**src/hdl/range_letter_histogram_difference_defines.svh**
```systemverilog
// Assertion macros used by the top-level RTL.
`ifndef RANGE_LETTER_HISTOGRAM_DIFFERENCE_DEFINES_SVH
`define RANGE_LETTER_HISTOGRAM_DIFFERENCE_DEFINES_SVH

// Same-cycle implication, disabled in reset.
`define RLHD_ASSERT_NOW(lbl, clk, rst_n, a, b, msg) \
    lbl: assert property (@(posedge clk) disable iff (!(rst_n)) (a) |-> (b)) \
        else $error(msg);

// Next-cycle implication, disabled in reset.
`define RLHD_ASSERT_NEXT(lbl, clk, rst_n, a, b, msg) \
    lbl: assert property (@(posedge clk) disable iff (!(rst_n)) (a) |=> (b)) \
        else $error(msg);

`endif

```
**src/hdl/rlhd_pkg.sv**
```systemverilog
package rlhd_pkg;

    localparam int MAX_LENGTH    = 1024;
    localparam int ALPHABET_SIZE = 26;
    localparam int ADDR_W        = $clog2(MAX_LENGTH);
    localparam int POS_W         = 11;
    localparam int CNT_W         = 11;
    localparam int LTR_W         = 5;
    localparam int GRP_SIZE      = 8;
    localparam int NUM_GRP       = (ALPHABET_SIZE + GRP_SIZE - 1) / GRP_SIZE;
    localparam int FIFO_DEPTH    = 2;

    localparam logic [1:0] MODE_CLEAR  = 2'd0;
    localparam logic [1:0] MODE_APPEND = 2'd1;
    localparam logic [1:0] MODE_QUERY  = 2'd2;

    typedef struct packed {
        logic [1:0]       mode;
        logic [LTR_W-1:0] letter_a;
        logic [LTR_W-1:0] letter_b;
        logic [POS_W-1:0] range_lo;
        logic [POS_W-1:0] range_hi;
    } t_in_item;

    typedef struct packed {
        logic [CNT_W-1:0] difference;
        logic             status;
    } t_out_item;

    typedef enum logic [1:0] {
        OP_CLEAR,
        OP_APPEND,
        OP_QUERY,
        OP_ERROR
    } t_op;

    typedef struct packed {
        t_op               op;
        logic [LTR_W-1:0]  la;
        logic [LTR_W-1:0]  lb;
        logic [ADDR_W-1:0] wr_addr;
        logic [ADDR_W-1:0] hi_addr;
        logic [ADDR_W-1:0] lo_addr;
        logic              lo_zero;
    } t_cmd;

    typedef struct packed {
        logic full;
        logic empty;
    } t_fifo_stat;

    typedef enum logic [2:0] {
        BK_IDLE,
        BK_EXEC,
        BK_LO,
        BK_DIFF,
        BK_SUM1,
        BK_SUM2
    } t_back_state;

endpackage

```
**src/hdl/rlhd_fifo.sv**
```systemverilog
module rlhd_fifo
    import rlhd_pkg::*;
(
    input  logic       i_clk,
    input  logic       i_rst_n,
    input  logic       i_push,
    input  t_cmd       i_cmd,
    input  logic       i_pop,
    output t_cmd       o_head,
    output t_fifo_stat o_stat
);

    localparam int PW = $clog2(FIFO_DEPTH);
    localparam int CW = $clog2(FIFO_DEPTH + 1);

    t_cmd          r_mem [FIFO_DEPTH];
    logic [PW-1:0] r_wp;
    logic [PW-1:0] r_rp;
    logic [CW-1:0] r_cnt;

    assign o_head       = r_mem[r_rp];
    assign o_stat.full  = (r_cnt == CW'(FIFO_DEPTH));
    assign o_stat.empty = (r_cnt == '0);

    always_ff @(posedge i_clk) begin
        if (i_push) begin
            r_mem[r_wp] <= i_cmd;
        end
        if (!i_rst_n) begin
            r_wp  <= '0;
            r_rp  <= '0;
            r_cnt <= '0;
        end else begin
            if (i_push) begin
                r_wp <= (32'(r_wp) == FIFO_DEPTH - 1) ? '0 : r_wp + PW'(1);
            end
            if (i_pop) begin
                r_rp <= (32'(r_rp) == FIFO_DEPTH - 1) ? '0 : r_rp + PW'(1);
            end
            r_cnt <= r_cnt + CW'(i_push) - CW'(i_pop);
        end
    end

endmodule

```
**config.mk**
```make
export PLATFORM = sky130hd
export DESIGN_NAME = rlhd_fifo
export DESIGN_NICKNAME = d
export VERILOG_FILES = /design/src/hdl/range_letter_histogram_difference_defines.svh /design/src/hdl/rlhd_pkg.sv /design/src/hdl/rlhd_fifo.sv
export SDC_FILE = /design/constraint.sdc
export NUM_CORES = 1
export LEC_CHECK = 0
export BUFFER_PORTS_ARGS = -buffer_cell sky130_fd_sc_hd__buf_4
export CORE_ASPECT_RATIO = 1.2
export CORE_UTILIZATION = 45
export DETAILED_ROUTE_END_ITERATION = 8
export PLACE_DENSITY = 0.76
export SKIP_CTS_REPAIR_TIMING = 1
export SKIP_LAST_GASP = 1
export SYNTH_ARGS = -nofsm -noshare
export SYNTH_HDL_FRONTEND = slang
export SYNTH_SLANG_ARGS = --single-unit
```
**constraint.sdc**
```tcl
create_clock -name i_clk -period 3.52 [get_ports i_clk]
set_input_delay 0.176 -clock i_clk [delete_from_list [all_inputs] [get_ports i_clk]]
set_output_delay 0.176 -clock i_clk [all_outputs]
set_load 0.02 [all_outputs]
```
* Word-level counts from Yosys, hierarchy flattened
Memories as Yosys holds them, arrays and structs flattened. A register that Yosys moved wholly into a read port is not among the register bits. Index checks and enable logic that the tools add are counted.
Cells by class: add/sub/neg operators 4, equal/unequal tests 1, muxes and demuxes 6, reductions and logical operators 1
Operator list (count):
- $mux 1 | 6
- $add 1x1->1 const B | 2
- $add 2x1->2 | 1
- $eq 2x2->1 const B | 1
- $logic_not 2->1 | 1
- $sub 2x1->2 | 1
Storage, ports and cells: bits in registers 4, bits in writable memories 86, output and inout bits 45, memories kept 1
Memories:
- r_mem | words 2, width 43, read ports 1, clocked after Yosys merged registers in 1, wr ports 1, RTL line rlhd_fifo.sv:16 | t_cmd r_mem [FIFO_DEPTH];

* Longest topological paths before layout
depth after elaboration 4, mapped depth 6, mapped depth without buffers 6

* Least setup slack after synthesis
Ideal clock, no wire load.
kind reg-to-reg, start point register r_wp, end point memory r_mem[0][0] (netlist bit), enable pin, library setup time 450 ps, arrival time 2256 ps, data required time 3070 ps, setup slack 814 ps, stages on the path, launching flop included 2, buffers on the path 0, period minus slack after synthesis 2706 ps, cells stage by stage dfxtp_1 nor2b_1
RTL lines:
- start, declared | RTL line rlhd_fifo.sv:17 | logic [PW-1:0] r_wp;
- start signal, assigned | RTL line rlhd_fifo.sv:35 | r_wp <= (32'(r_wp) == FIFO_DEPTH - 1) ? '0 : r_wp + PW'(1);
- end, declared | RTL line rlhd_fifo.sv:16
Straight into the memory's write port.

==> flow_summary.yaml <==
outcome:
  status: "finished clean"
synth:
  syn_avg_cell_area_um2: 22.8
  ys_seq_area_share_pct: 75.9
  syn-instance-count: 155
  syn_area_um2: 3530
  yosys.area_share.simple_pct: 1.52
  syn_nets: 204
  yosysWarnings: 0
  muxShareOfSynthArea_pct: 18.0
  synth_top_area_share_pct: 73.1
  synth_area_leader_cell: "edfxtp_1"
  synth_area_leaders: "edfxtp_1, mux2_4, dfxtp_1"
  synthAdderAreaFrac_pct: 0.708
  synth_top_family_by_area: "multiplexers"
  ys_seq_elements: 91
  ys_types: 14
  synth_xor_area_share_pct: 0.885
  synth_compound_area_share_pct: 0.212
critical_path:
  cp-end-kind: "output pin"
  critPathMaxStageDelay_ns: 0.84
  critPathMaxFanout: 25
  path_class: "reg -> out"
  critPathArrivalTime_ns: 2.16
  start_kind: "flip-flop"
  cpMaxStageDelayCell: "dfxtp_2"
  crit_chain: "buf_4 -> mux2_4 -> buf_4"
  path_common_cell: "buf_4"
  critPathRequiredTime_ns: 3.34
clock_tree:
  path_clk_slew_ns: 0.08
  worstSkewPairLatency_ns: 0.34
  h-tree-depth: 3
  cts_buffers: 9
  cts_tree: "done"
  cts-root-buf: "clkbuf_8"
  cts_buffer_depth: 2
  cts.sinks: 91
drt:
  drt-pass1-iter-count: 4
  vias_per_cell: 4.68
  dr.first_iter.drc_count: 35
  wl_per_cell_um: 15.5
  ant_nets: 0
  routed_wl_mm: 5.88
  routed-via-count: 1775
  post-route-drc-count: 0
cells_and_area:
  insertedDiodeCount: 0
  final_cells: 379
  synthToLayoutAreaGrowth_pct: 33.8
  nets: 331
  fill_cells: 544
  final_layout_size_suffix_gt1_share_pct: 53.3
sta:
  max_freq_ghz: 0.428
  rsz0062_at_grt: "no"
  fin_skew_ns: 0.00709
  slew_viol_final: 0
  post-route-min-period_ns: 2.34
  tightest_slew_ns: 1.02
  setup_viol: 0
  hold_viol_final: 0
  setup_tns_ns: 0
  relSlewSlack_pct: 32.1
  finalCritPeriodShare_pct: 66.4
pwr:
  peakVddDrop_uv: 370
  p_per_area_nw_per_um2: 489
  p_total_w: 0.00231
  p_leak_nw: 1.88
floorplan:
  core-area_um2: 7660
  dieArea_um2: 8210
  die_y_um: 99.1
  boundaryPins: 92
  rows: 35
  initial_utilization_pct: 46.1
  dieWidth_um: 82.9
placement:
  finalWeightedCongestion: 0.665
  dp.cells: 335
  port_buffers: 91
  dpl.hpwl_mm: 3.86
run:
  cap_viol_max_count: 0
grt:
  grt_pass1_vias: 1833
  antenna_found_initial: 0
  grt_pass1_wl_mm: 8.58
  grt_overflow: 0
  gr-usage-all-layers_pct: 14.0
  grt_max_degree: 44
worst_hold_path:
  hp-class: "in -> reg"
## critical path: cells and delay by family, from the launching register on
kind | cells | cell delay (ns)
buffers and inverters | 2 | 0.62
multiplexers | 1 | 0.34
flip-flops | 1 | 0.84
## kinds of logic after synthesis
logic type / count (synthesis)
compound gates: 1
xor+xnor: 2
fa+ha+maj: 2
buf+inv: 7
flops: 91
mux: 43
simple gates: 9
## where the power goes
part | switching (W) | total, W | internal, W
Sequential | 0.0000323 | 0.00128 | 0.00125
Combinational | 0.000175 | 0.000398 | 0.000223
Clock | 0.000335 | 0.000633 | 0.000298
## metal layers
metal  part of all wire [%]  vias to the layer above  GRT usage [%]
li1                       -                      848              -
met1                     37                      862           13.8
met2                     57                       54           25.9
met3                    4.0                       11           3.85
met4                    2.6                        0           8.36
met5                      0                        -              0
## cell usage after synthesis
| library cell | number |
|---|---|
| xor2_1 | 1 |
| o21a_1 | 1 |
| nor2b_1 | 4 |
| buf_6 | 1 |
| inv_1 | 2 |
| xnor3_1 | 1 |
| and2_1 | 4 |
| nor2_1 | 1 |
| mux2_4 | 40 |
| buf_12 | 4 |
| ha_1 | 2 |
| edfxtp_1 | 86 |
| mux2_2 | 3 |
| dfxtp_1 | 5 |
## flip-flops by register name, indices dropped and copies added (netlist names), named ones only
register / cells
r_mem: 86
r_rp: 1
r_wp: 1
r_cnt: 2
## worst paths after layout
check / start / end / slack, ns / depth (start not counted)
min: i_cmd[42] / r_mem[1][42] / 0.02 / 1
max: flip-flop / o_head[21] / 1.18 / 3
max reg2reg: r_wp / r_mem[0][12] / 1.83 / 2
min reg2reg: r_rp / flip-flop / 0.60 / 2
## area by class of cell
type                            count  area (µm²)  share of cell area [%]
Sequential cell                    91        2680                    56.8
Timing Repair Buffer              121         978                    20.7
Multi-Input combinational cell     57         761                    16.1
Clock buffer                       12         156                    3.31
Tap cell                           92         115                    2.44
Clock inverter                      4        25.0                   0.529
Inverter                            2        7.51                   0.159
## stage by stage
stage	area [µm²]	utilization, %	hold WS (ns)	setup WS (ns)
2_1_floorplan	3530	-	0.275	0.814
3_3_place_gp	4270	55.7	0.362	1.51
3_5_place_dp	4270	55.7	0.365	1.51
4_1_cts	4450	58.0	-0.00472	1.13
5_1_grt	4730	61.7	0.000352	1.07
6_report	4730	61.7	0.0207	1.18
## cell usage in the layout (no fill, tap or decap), drive strengths merged, types with 2 or more instances in the layout
cell         netlist  routed
and2               4       4
mux2              43      43
dlygate4sd3        0      28
nor2b              4       4
buf                5      93
ha                 2       2
clkinv             0       2
clkbuf             0      12
inv                2       2
edfxtp            86      86
dfxtp              5       5
clkinvlp           0       2
(Power assumes the default switching activity.)
