File: config.mk
export PLATFORM = sky130hd
export DESIGN_NAME = rlhd_front
export DESIGN_NICKNAME = d
export VERILOG_FILES = /design/src/hdl/range_letter_histogram_difference_defines.svh /design/src/hdl/rlhd_pkg.sv /design/src/hdl/rlhd_front.sv
export SDC_FILE = /design/constraint.sdc
export NUM_CORES = 1
export LEC_CHECK = 0
export ABC_CLOCK_PERIOD_IN_PS = 2900
export BUFFER_PORTS_ARGS = -buffer_cell sky130_fd_sc_hd__buf_4
export CAP_MARGIN = 20
export CORE_UTILIZATION = 40
export DETAILED_ROUTE_END_ITERATION = 10
export HOLD_SLACK_MARGIN = 0.12
export PLACE_DENSITY = 0.75
export SLEW_MARGIN = 5
export SYNTH_ARGS = -nofsm -noshare
export SYNTH_HDL_FRONTEND = slang
export SYNTH_SLANG_ARGS = --single-unit
File: constraint.sdc
create_clock -name i_clk -period 2.9 [get_ports i_clk]
set_input_delay 0.87 -clock i_clk [delete_from_list [all_inputs] [get_ports i_clk]]
set_output_delay 0.87 -clock i_clk [all_outputs]
set_load 0.01 [all_outputs]
File: src/hdl/range_letter_histogram_difference_defines.svh
// Assertion macros used by the top-level RTL.
`ifndef RANGE_LETTER_HISTOGRAM_DIFFERENCE_DEFINES_SVH
`define RANGE_LETTER_HISTOGRAM_DIFFERENCE_DEFINES_SVH

// Same-cycle implication, disabled in reset.
`define RLHD_ASSERT_NOW(lbl, clk, rst_n, a, b, msg) \
    lbl: assert property (@(posedge clk) disable iff (!(rst_n)) (a) |-> (b)) \
        else $error(msg);

// Next-cycle implication, disabled in reset.
`define RLHD_ASSERT_NEXT(lbl, clk, rst_n, a, b, msg) \
    lbl: assert property (@(posedge clk) disable iff (!(rst_n)) (a) |=> (b)) \
        else $error(msg);

`endif

File: src/hdl/rlhd_pkg.sv
package rlhd_pkg;

    localparam int MAX_LENGTH    = 1024;
    localparam int ALPHABET_SIZE = 26;
    localparam int ADDR_W        = $clog2(MAX_LENGTH);
    localparam int POS_W         = 11;
    localparam int CNT_W         = 11;
    localparam int LTR_W         = 5;
    localparam int GRP_SIZE      = 8;
    localparam int NUM_GRP       = (ALPHABET_SIZE + GRP_SIZE - 1) / GRP_SIZE;
    localparam int FIFO_DEPTH    = 2;

    localparam logic [1:0] MODE_CLEAR  = 2'd0;
    localparam logic [1:0] MODE_APPEND = 2'd1;
    localparam logic [1:0] MODE_QUERY  = 2'd2;

    typedef struct packed {
        logic [1:0]       mode;
        logic [LTR_W-1:0] letter_a;
        logic [LTR_W-1:0] letter_b;
        logic [POS_W-1:0] range_lo;
        logic [POS_W-1:0] range_hi;
    } t_in_item;

    typedef struct packed {
        logic [CNT_W-1:0] difference;
        logic             status;
    } t_out_item;

    typedef enum logic [1:0] {
        OP_CLEAR,
        OP_APPEND,
        OP_QUERY,
        OP_ERROR
    } t_op;

    typedef struct packed {
        t_op               op;
        logic [LTR_W-1:0]  la;
        logic [LTR_W-1:0]  lb;
        logic [ADDR_W-1:0] wr_addr;
        logic [ADDR_W-1:0] hi_addr;
        logic [ADDR_W-1:0] lo_addr;
        logic              lo_zero;
    } t_cmd;

    typedef struct packed {
        logic full;
        logic empty;
    } t_fifo_stat;

    typedef enum logic [2:0] {
        BK_IDLE,
        BK_EXEC,
        BK_LO,
        BK_DIFF,
        BK_SUM1,
        BK_SUM2
    } t_back_state;

endpackage

File: src/hdl/rlhd_front.sv
module rlhd_front
    import rlhd_pkg::*;
(
    input  logic       i_clk,
    input  logic       i_rst_n,
    input  logic       i_start,
    input  t_in_item   i_item,
    input  t_fifo_stat i_fifo,
    output logic       o_push,
    output t_cmd       o_cmd
);

    logic [POS_W-1:0] r_len;
    logic [POS_W-1:0] n_len;
    logic             accept;
    logic             app_bad;
    logic             qry_bad;
    logic [POS_W-1:0] hi_m1;
    logic [POS_W-1:0] lo_m2;

    assign accept  = i_start && !i_fifo.full;
    assign app_bad = (r_len >= POS_W'(MAX_LENGTH))
                  || (32'(i_item.letter_a) >= ALPHABET_SIZE)
                  || (32'(i_item.letter_b) >= ALPHABET_SIZE);
    assign qry_bad = (i_item.range_lo == '0) || (i_item.range_lo > i_item.range_hi)
                  || (i_item.range_hi > r_len);
    assign hi_m1   = i_item.range_hi - POS_W'(1);
    assign lo_m2   = i_item.range_lo - POS_W'(2);

    always_comb begin
        o_push          = 1'b0;
        n_len           = r_len;
        o_cmd.op        = OP_ERROR;
        o_cmd.la        = i_item.letter_a;
        o_cmd.lb        = i_item.letter_b;
        o_cmd.wr_addr   = r_len[ADDR_W-1:0];
        o_cmd.hi_addr   = hi_m1[ADDR_W-1:0];
        o_cmd.lo_addr   = lo_m2[ADDR_W-1:0];
        o_cmd.lo_zero   = (i_item.range_lo == POS_W'(1));
        unique case (i_item.mode)
            MODE_CLEAR: begin
                o_push   = accept;
                o_cmd.op = OP_CLEAR;
                n_len    = '0;
            end
            MODE_APPEND: begin
                o_push = accept;
                if (!app_bad) begin
                    o_cmd.op = OP_APPEND;
                    n_len    = r_len + POS_W'(1);
                end
            end
            MODE_QUERY: begin
                o_push = accept;
                if (!qry_bad) begin
                    o_cmd.op = OP_QUERY;
                end
            end
            default: o_push = 1'b0;
        endcase
    end

    always_ff @(posedge i_clk) begin
        if (!i_rst_n) begin
            r_len <= '0;
        end else if (o_push) begin
            r_len <= n_len;
        end
    end

endmodule

* After elaboration in Yosys (flattened, before gate mapping) *
Cells that the tools add are included.

word-level totals
  register bits after elaboration = 11
  input bits = 39
  output and inout port bits = 44

operators by class
  add/sub/neg operators = 3
  $lt $le $gt $ge = 5
  equality and inequality tests = 4
  multiplexer cells = 6
  reduce and logical (&&, ||, !) cells = 11

operator list
  operator                 number
  $gt A11 B11 Y1           2
  $pmux W11 S2             1
  $add A11 B1 Y11 const B  1
  $eq A11 B1 Y1 const B    1
  $ge A11 B11 Y1 const B   1
  $logic_not A11 Y1        1
  $mux W11                 1
  $ge A5 B5 Y1 const B     2
  $sub A10 B1 Y10 const B  1
  $sub A10 B2 Y10 const B  1
  $pmux W2 S3              1
  $logic_or A1 B1 Y1       4
  $reduce_and A3 Y1        1
  $reduce_or A3 Y1         1
  $eq A2 B1 Y1 const B     1
  $eq A2 B2 Y1 const B     1
  $logic_not A2 Y1         1
  $mux W1                  2
  $mux W2                  1
  $ne A2 B2 Y1 const B     1
  $reduce_bool A2 Y1       1
  $logic_and A1 B1 Y1      1
  $logic_not A1 Y1         1

* Depth between registers and ports, before layout *
  depth after elaboration = 5
  depth in mapped cells = 7

* Worst setup path before layout *
OpenSTA, ideal clock, no wires.

  kind = input -> output
  from = input port i_item[16] (netlist bit)
  to = output port o_cmd[41] (netlist bit)
  data arrival time = 2.134 ns
  slack = -0.104 ns
  cell stages on the path = 5
  path buffers = 0
  path through = or3_4 or4_4 nor4_4 a31oi_1 o211ai_1

RTL lines
  what         RTL line          RTL
  from (decl)  rlhd_front.sv:7   input t_in_item i_item,
  to (decl)    rlhd_front.sv:10  output t_cmd o_cmd

==> results.yml <==
cts:
  clk_pin_slew_ns: 0.05
  clk_root_buffer_cell: "clkbuf_8"
  cts_tree: "done"
  insertion_delay_ns: 0.24
  cts.sinks: 11
  numCtsBuffers: 3
  hold_buffers: 0
  h-tree-depth: 1
  clock_path_buffers: 2
layout:
  regMostFlops: "r_len"
  final_layout_size_suffix_gt1_share_pct: 45.0
  largest_register_ffs: 11
  reg_top3: "r_len: 11 flops"
  n_antenna_cell: 0
  nNetsFinal: 375
  stdcell_count: 357
  post-route-util_pct: 66.9
  area_growth_pct: 57.3
  final_area_um2: 2500
route:
  vias: 1780
  via_per_inst: 4.99
  drt_iter0_markers: 57
  wl_um: 4510
  postRouteAntennaNets: 0
  drc_errors: 0
  dr.pass1.iters: 4
  wire_per_inst_um: 12.6
job:
  maxCapViolCount: 0
worst_setup_path:
  arrival_ns: 2.43
  cp-start-kind: "input port"
  path_cells: "buf_6, or3_4, or4_4, nor4_4, a31oi_1, o211ai_1, buf_4"
  critPathRequiredTime_ns: 2.03
  slowest_stage: "or4_4"
  cp_top_family: "simple AND/OR/NAND/NOR gates"
  slowest_delay_ns: 0.52
  r2r_slack_ns: 1.43
  critPathLaunch: "i_item[16]"
  rr_startpoint: "r_len[10]"
  cp_max_fo: 2
  critPathBufInv: 2
  end_kind: "output pin"
  worstSetupPathType: "in -> out"
sta:
  worst_slew_pin_slew_ns: 0.589
  finalSetupViolations: 6
  hold_viol: 0
  fin_tns_setup_ns: -1.20
  setup_slack_ns: -0.397
  finalCriticalPeriod_ns: 3.30
  relSlewSlack_pct: 60.4
  finalCritPeriodShare_pct: 114
  rsz0062_at_grt: "true"
  timing.fmax_ghz: 0.303
  clock_skew_ns: 0.00216
  maxSlewViolCount: 0
place:
  io_buffer_count: 77
  gp_congestion: 0.816
  place_area_um2: 2350
  placed_cells: 352
  dp_hpwl_um: 3750
floorplanning:
  start_util_pct: 42.5
  chipHeight_um: 65.1
  rows: 22
  io-pin-count: 83
  die_area_um2: 4240
  core_region_area_um2: 3740
  die_w_um: 65.1
hold_path:
  hold_start: "r_len[1]"
  hold_class: "reg -> reg"
global_routing:
  grt_pass1_vias: 1557
  gr-total-overflow: 0
  grt_max_degree: 9
  antenna_found_initial: 0
  track_usage_pct: 21.2
  grt_pass1_wl_um: 6910
status:
  violations: "negative setup slack"
  status: "finished, violations left"
pwr:
  ir_drop_uv: 137
  power.leakage_nw: 1.24
  finalPower_mw: 0.571
  p_per_area_nw_per_um2: 228
yosys:
  avgSynthCellArea_um2: 7.55
  syn_area_um2: 1590
  synth_cells: 211
  yosysWarningCount: 0
  yosysSeqAreaShare_pct: 13.8
  synth_cell_types: 40
  ys_ff_latch: 11
  synth_nets: 276
final timing paths:
| check | end | cells after the start |
|---|---|---|
| max | o_cmd[41] | 7 |
| min | r_len[1] | 2 |
| max reg2reg | r_len[8] | 5 |
| min reg2reg | r_len[1] | 2 |
placed cells by master (no fill, tap or decap), drive strengths merged:
| cell | count |
|---|---|
| buf | 116 |
| inv | 29 |
| ha | 26 |
| nor2 | 19 |
| nand2 | 15 |
| xnor2 | 15 |
| dfxtp | 11 |
| a21oi | 10 |
| nand3 | 9 |
| o21ai | 8 |
| nor4 | 7 |
| xor2 | 5 |
| nand4 | 5 |
| or3 | 4 |
| clkbuf | 3 |
| o31ai | 3 |
| o211a | 2 |
| o211ai | 2 |
| nor2b | 2 |
| or4 | 2 |
| nor3 | 2 |
| or2 | 1 |
| or2b | 1 |
| a211o | 1 |
| and3 | 1 |
| and4 | 1 |
| a41oi | 1 |
| o41ai | 1 |
| nand3b | 1 |
| a211oi | 1 |
| a31oi | 1 |
| and2 | 1 |
| nand2b | 1 |
| o31a | 1 |
| clkinv | 1 |
through the flow:
stage               hold WS [ns]  worst slack (ns)
finish                     0.529            -0.397
global route               0.536            -0.465
CTS                        0.523            -0.362
detailed placement         0.507            -0.394
global placement           0.504            -0.366
floorplan                  0.478            -0.104
final cells by class:
type	instances	area, um2
fill	339	1240
clock buffer	3	41.3
sequential	11	220
multi-input combinational	149	1180
inverter	29	109
timing repair buffer	116	893
tap	48	60.1
clock inverter	1	5.00
synthesized netlist by cell type:
cell      count  share of area [%]
o21ai_0       8                2.5
or3_4         1               0.71
nor4_4        1                1.3
dfxtp_1      11                 14
nor2b_1       2               0.79
o31a_1        1               0.55
nor4_1        6                2.4
or2_2         1               0.39
nor2_1       19                4.5
nor3_1        2               0.63
a21oi_1      10                3.1
a41oi_1       1               0.55
nand2_1      15                3.5
ha_1         26                 20
and2_2        1               0.47
nand4_2       1               0.79
clkbuf_1      1               0.24
a211o_1       1               0.55
or2b_1        1               0.47
nand4_1       4                1.6
o41ai_1       1               0.55
or3_1         2               0.79
o211ai_1      2               0.94
nand3_1       9                2.8
or4_4         1               0.71
o211a_1       2                1.3
o31ai_1       2               0.94
nand3b_1      1               0.47
and3_1        1               0.39
a211oi_1      1               0.47
and4_1        1               0.55
buf_4        21                9.9
o31ai_4       1                1.3
inv_1        29                6.8
nand2b_1      1               0.39
a31oi_1       1               0.39
xnor2_1      15                8.2
xor2_1        5                2.7
or4_1         1               0.47
or3_2         1               0.47
tightest hold or removal path, stage by stage (launching register included):
cell	delay (ns)
dfxtp_1	0.35
nand2_1	0.08
a21oi_1	0.06
metal layers:
metal  track usage (%)  wire length (um)
met3              4.51               348
met2              37.1              2210
met4              3.53                25
met1              26.8              1920
met5                 0                 0
cells by family (layout without fill, tap and decap cells):
group                    Yosys count  in the layout  synth area share [%]
adder cells (fa/ha/maj)           26             26                  20.4
AO/OA/AOI/OAI                     31             31                  13.2
buffers and inverters             51            149                  17.0
flip-flops                        11             11                  13.8
XOR/XNOR                          20             20                  11.0
AND/OR/NAND/NOR                   72             72                  24.6
repair_timing:
| item | 4_1_cts | 5_1_grt |
|---|---|---|
| endpoints found under the setup margin | 7 | 8 |
| pin swaps | 2 | 6 |
| buffers inserted | 0 | 1 |
| resized for setup | 16 | 7 |
| cloned | 0 | 0 |
power breakdown:
| group | switching (mW) | leakage [nW] | internal, mW |
|---|---|---|---|
| combinational | 0.118 | 1.13 | 0.142 |
| sequential | 0.00143 | 0.0887 | 0.152 |
| clock | 0.0630 | 0.0255 | 0.0948 |
(Power assumes the default switching activity.)
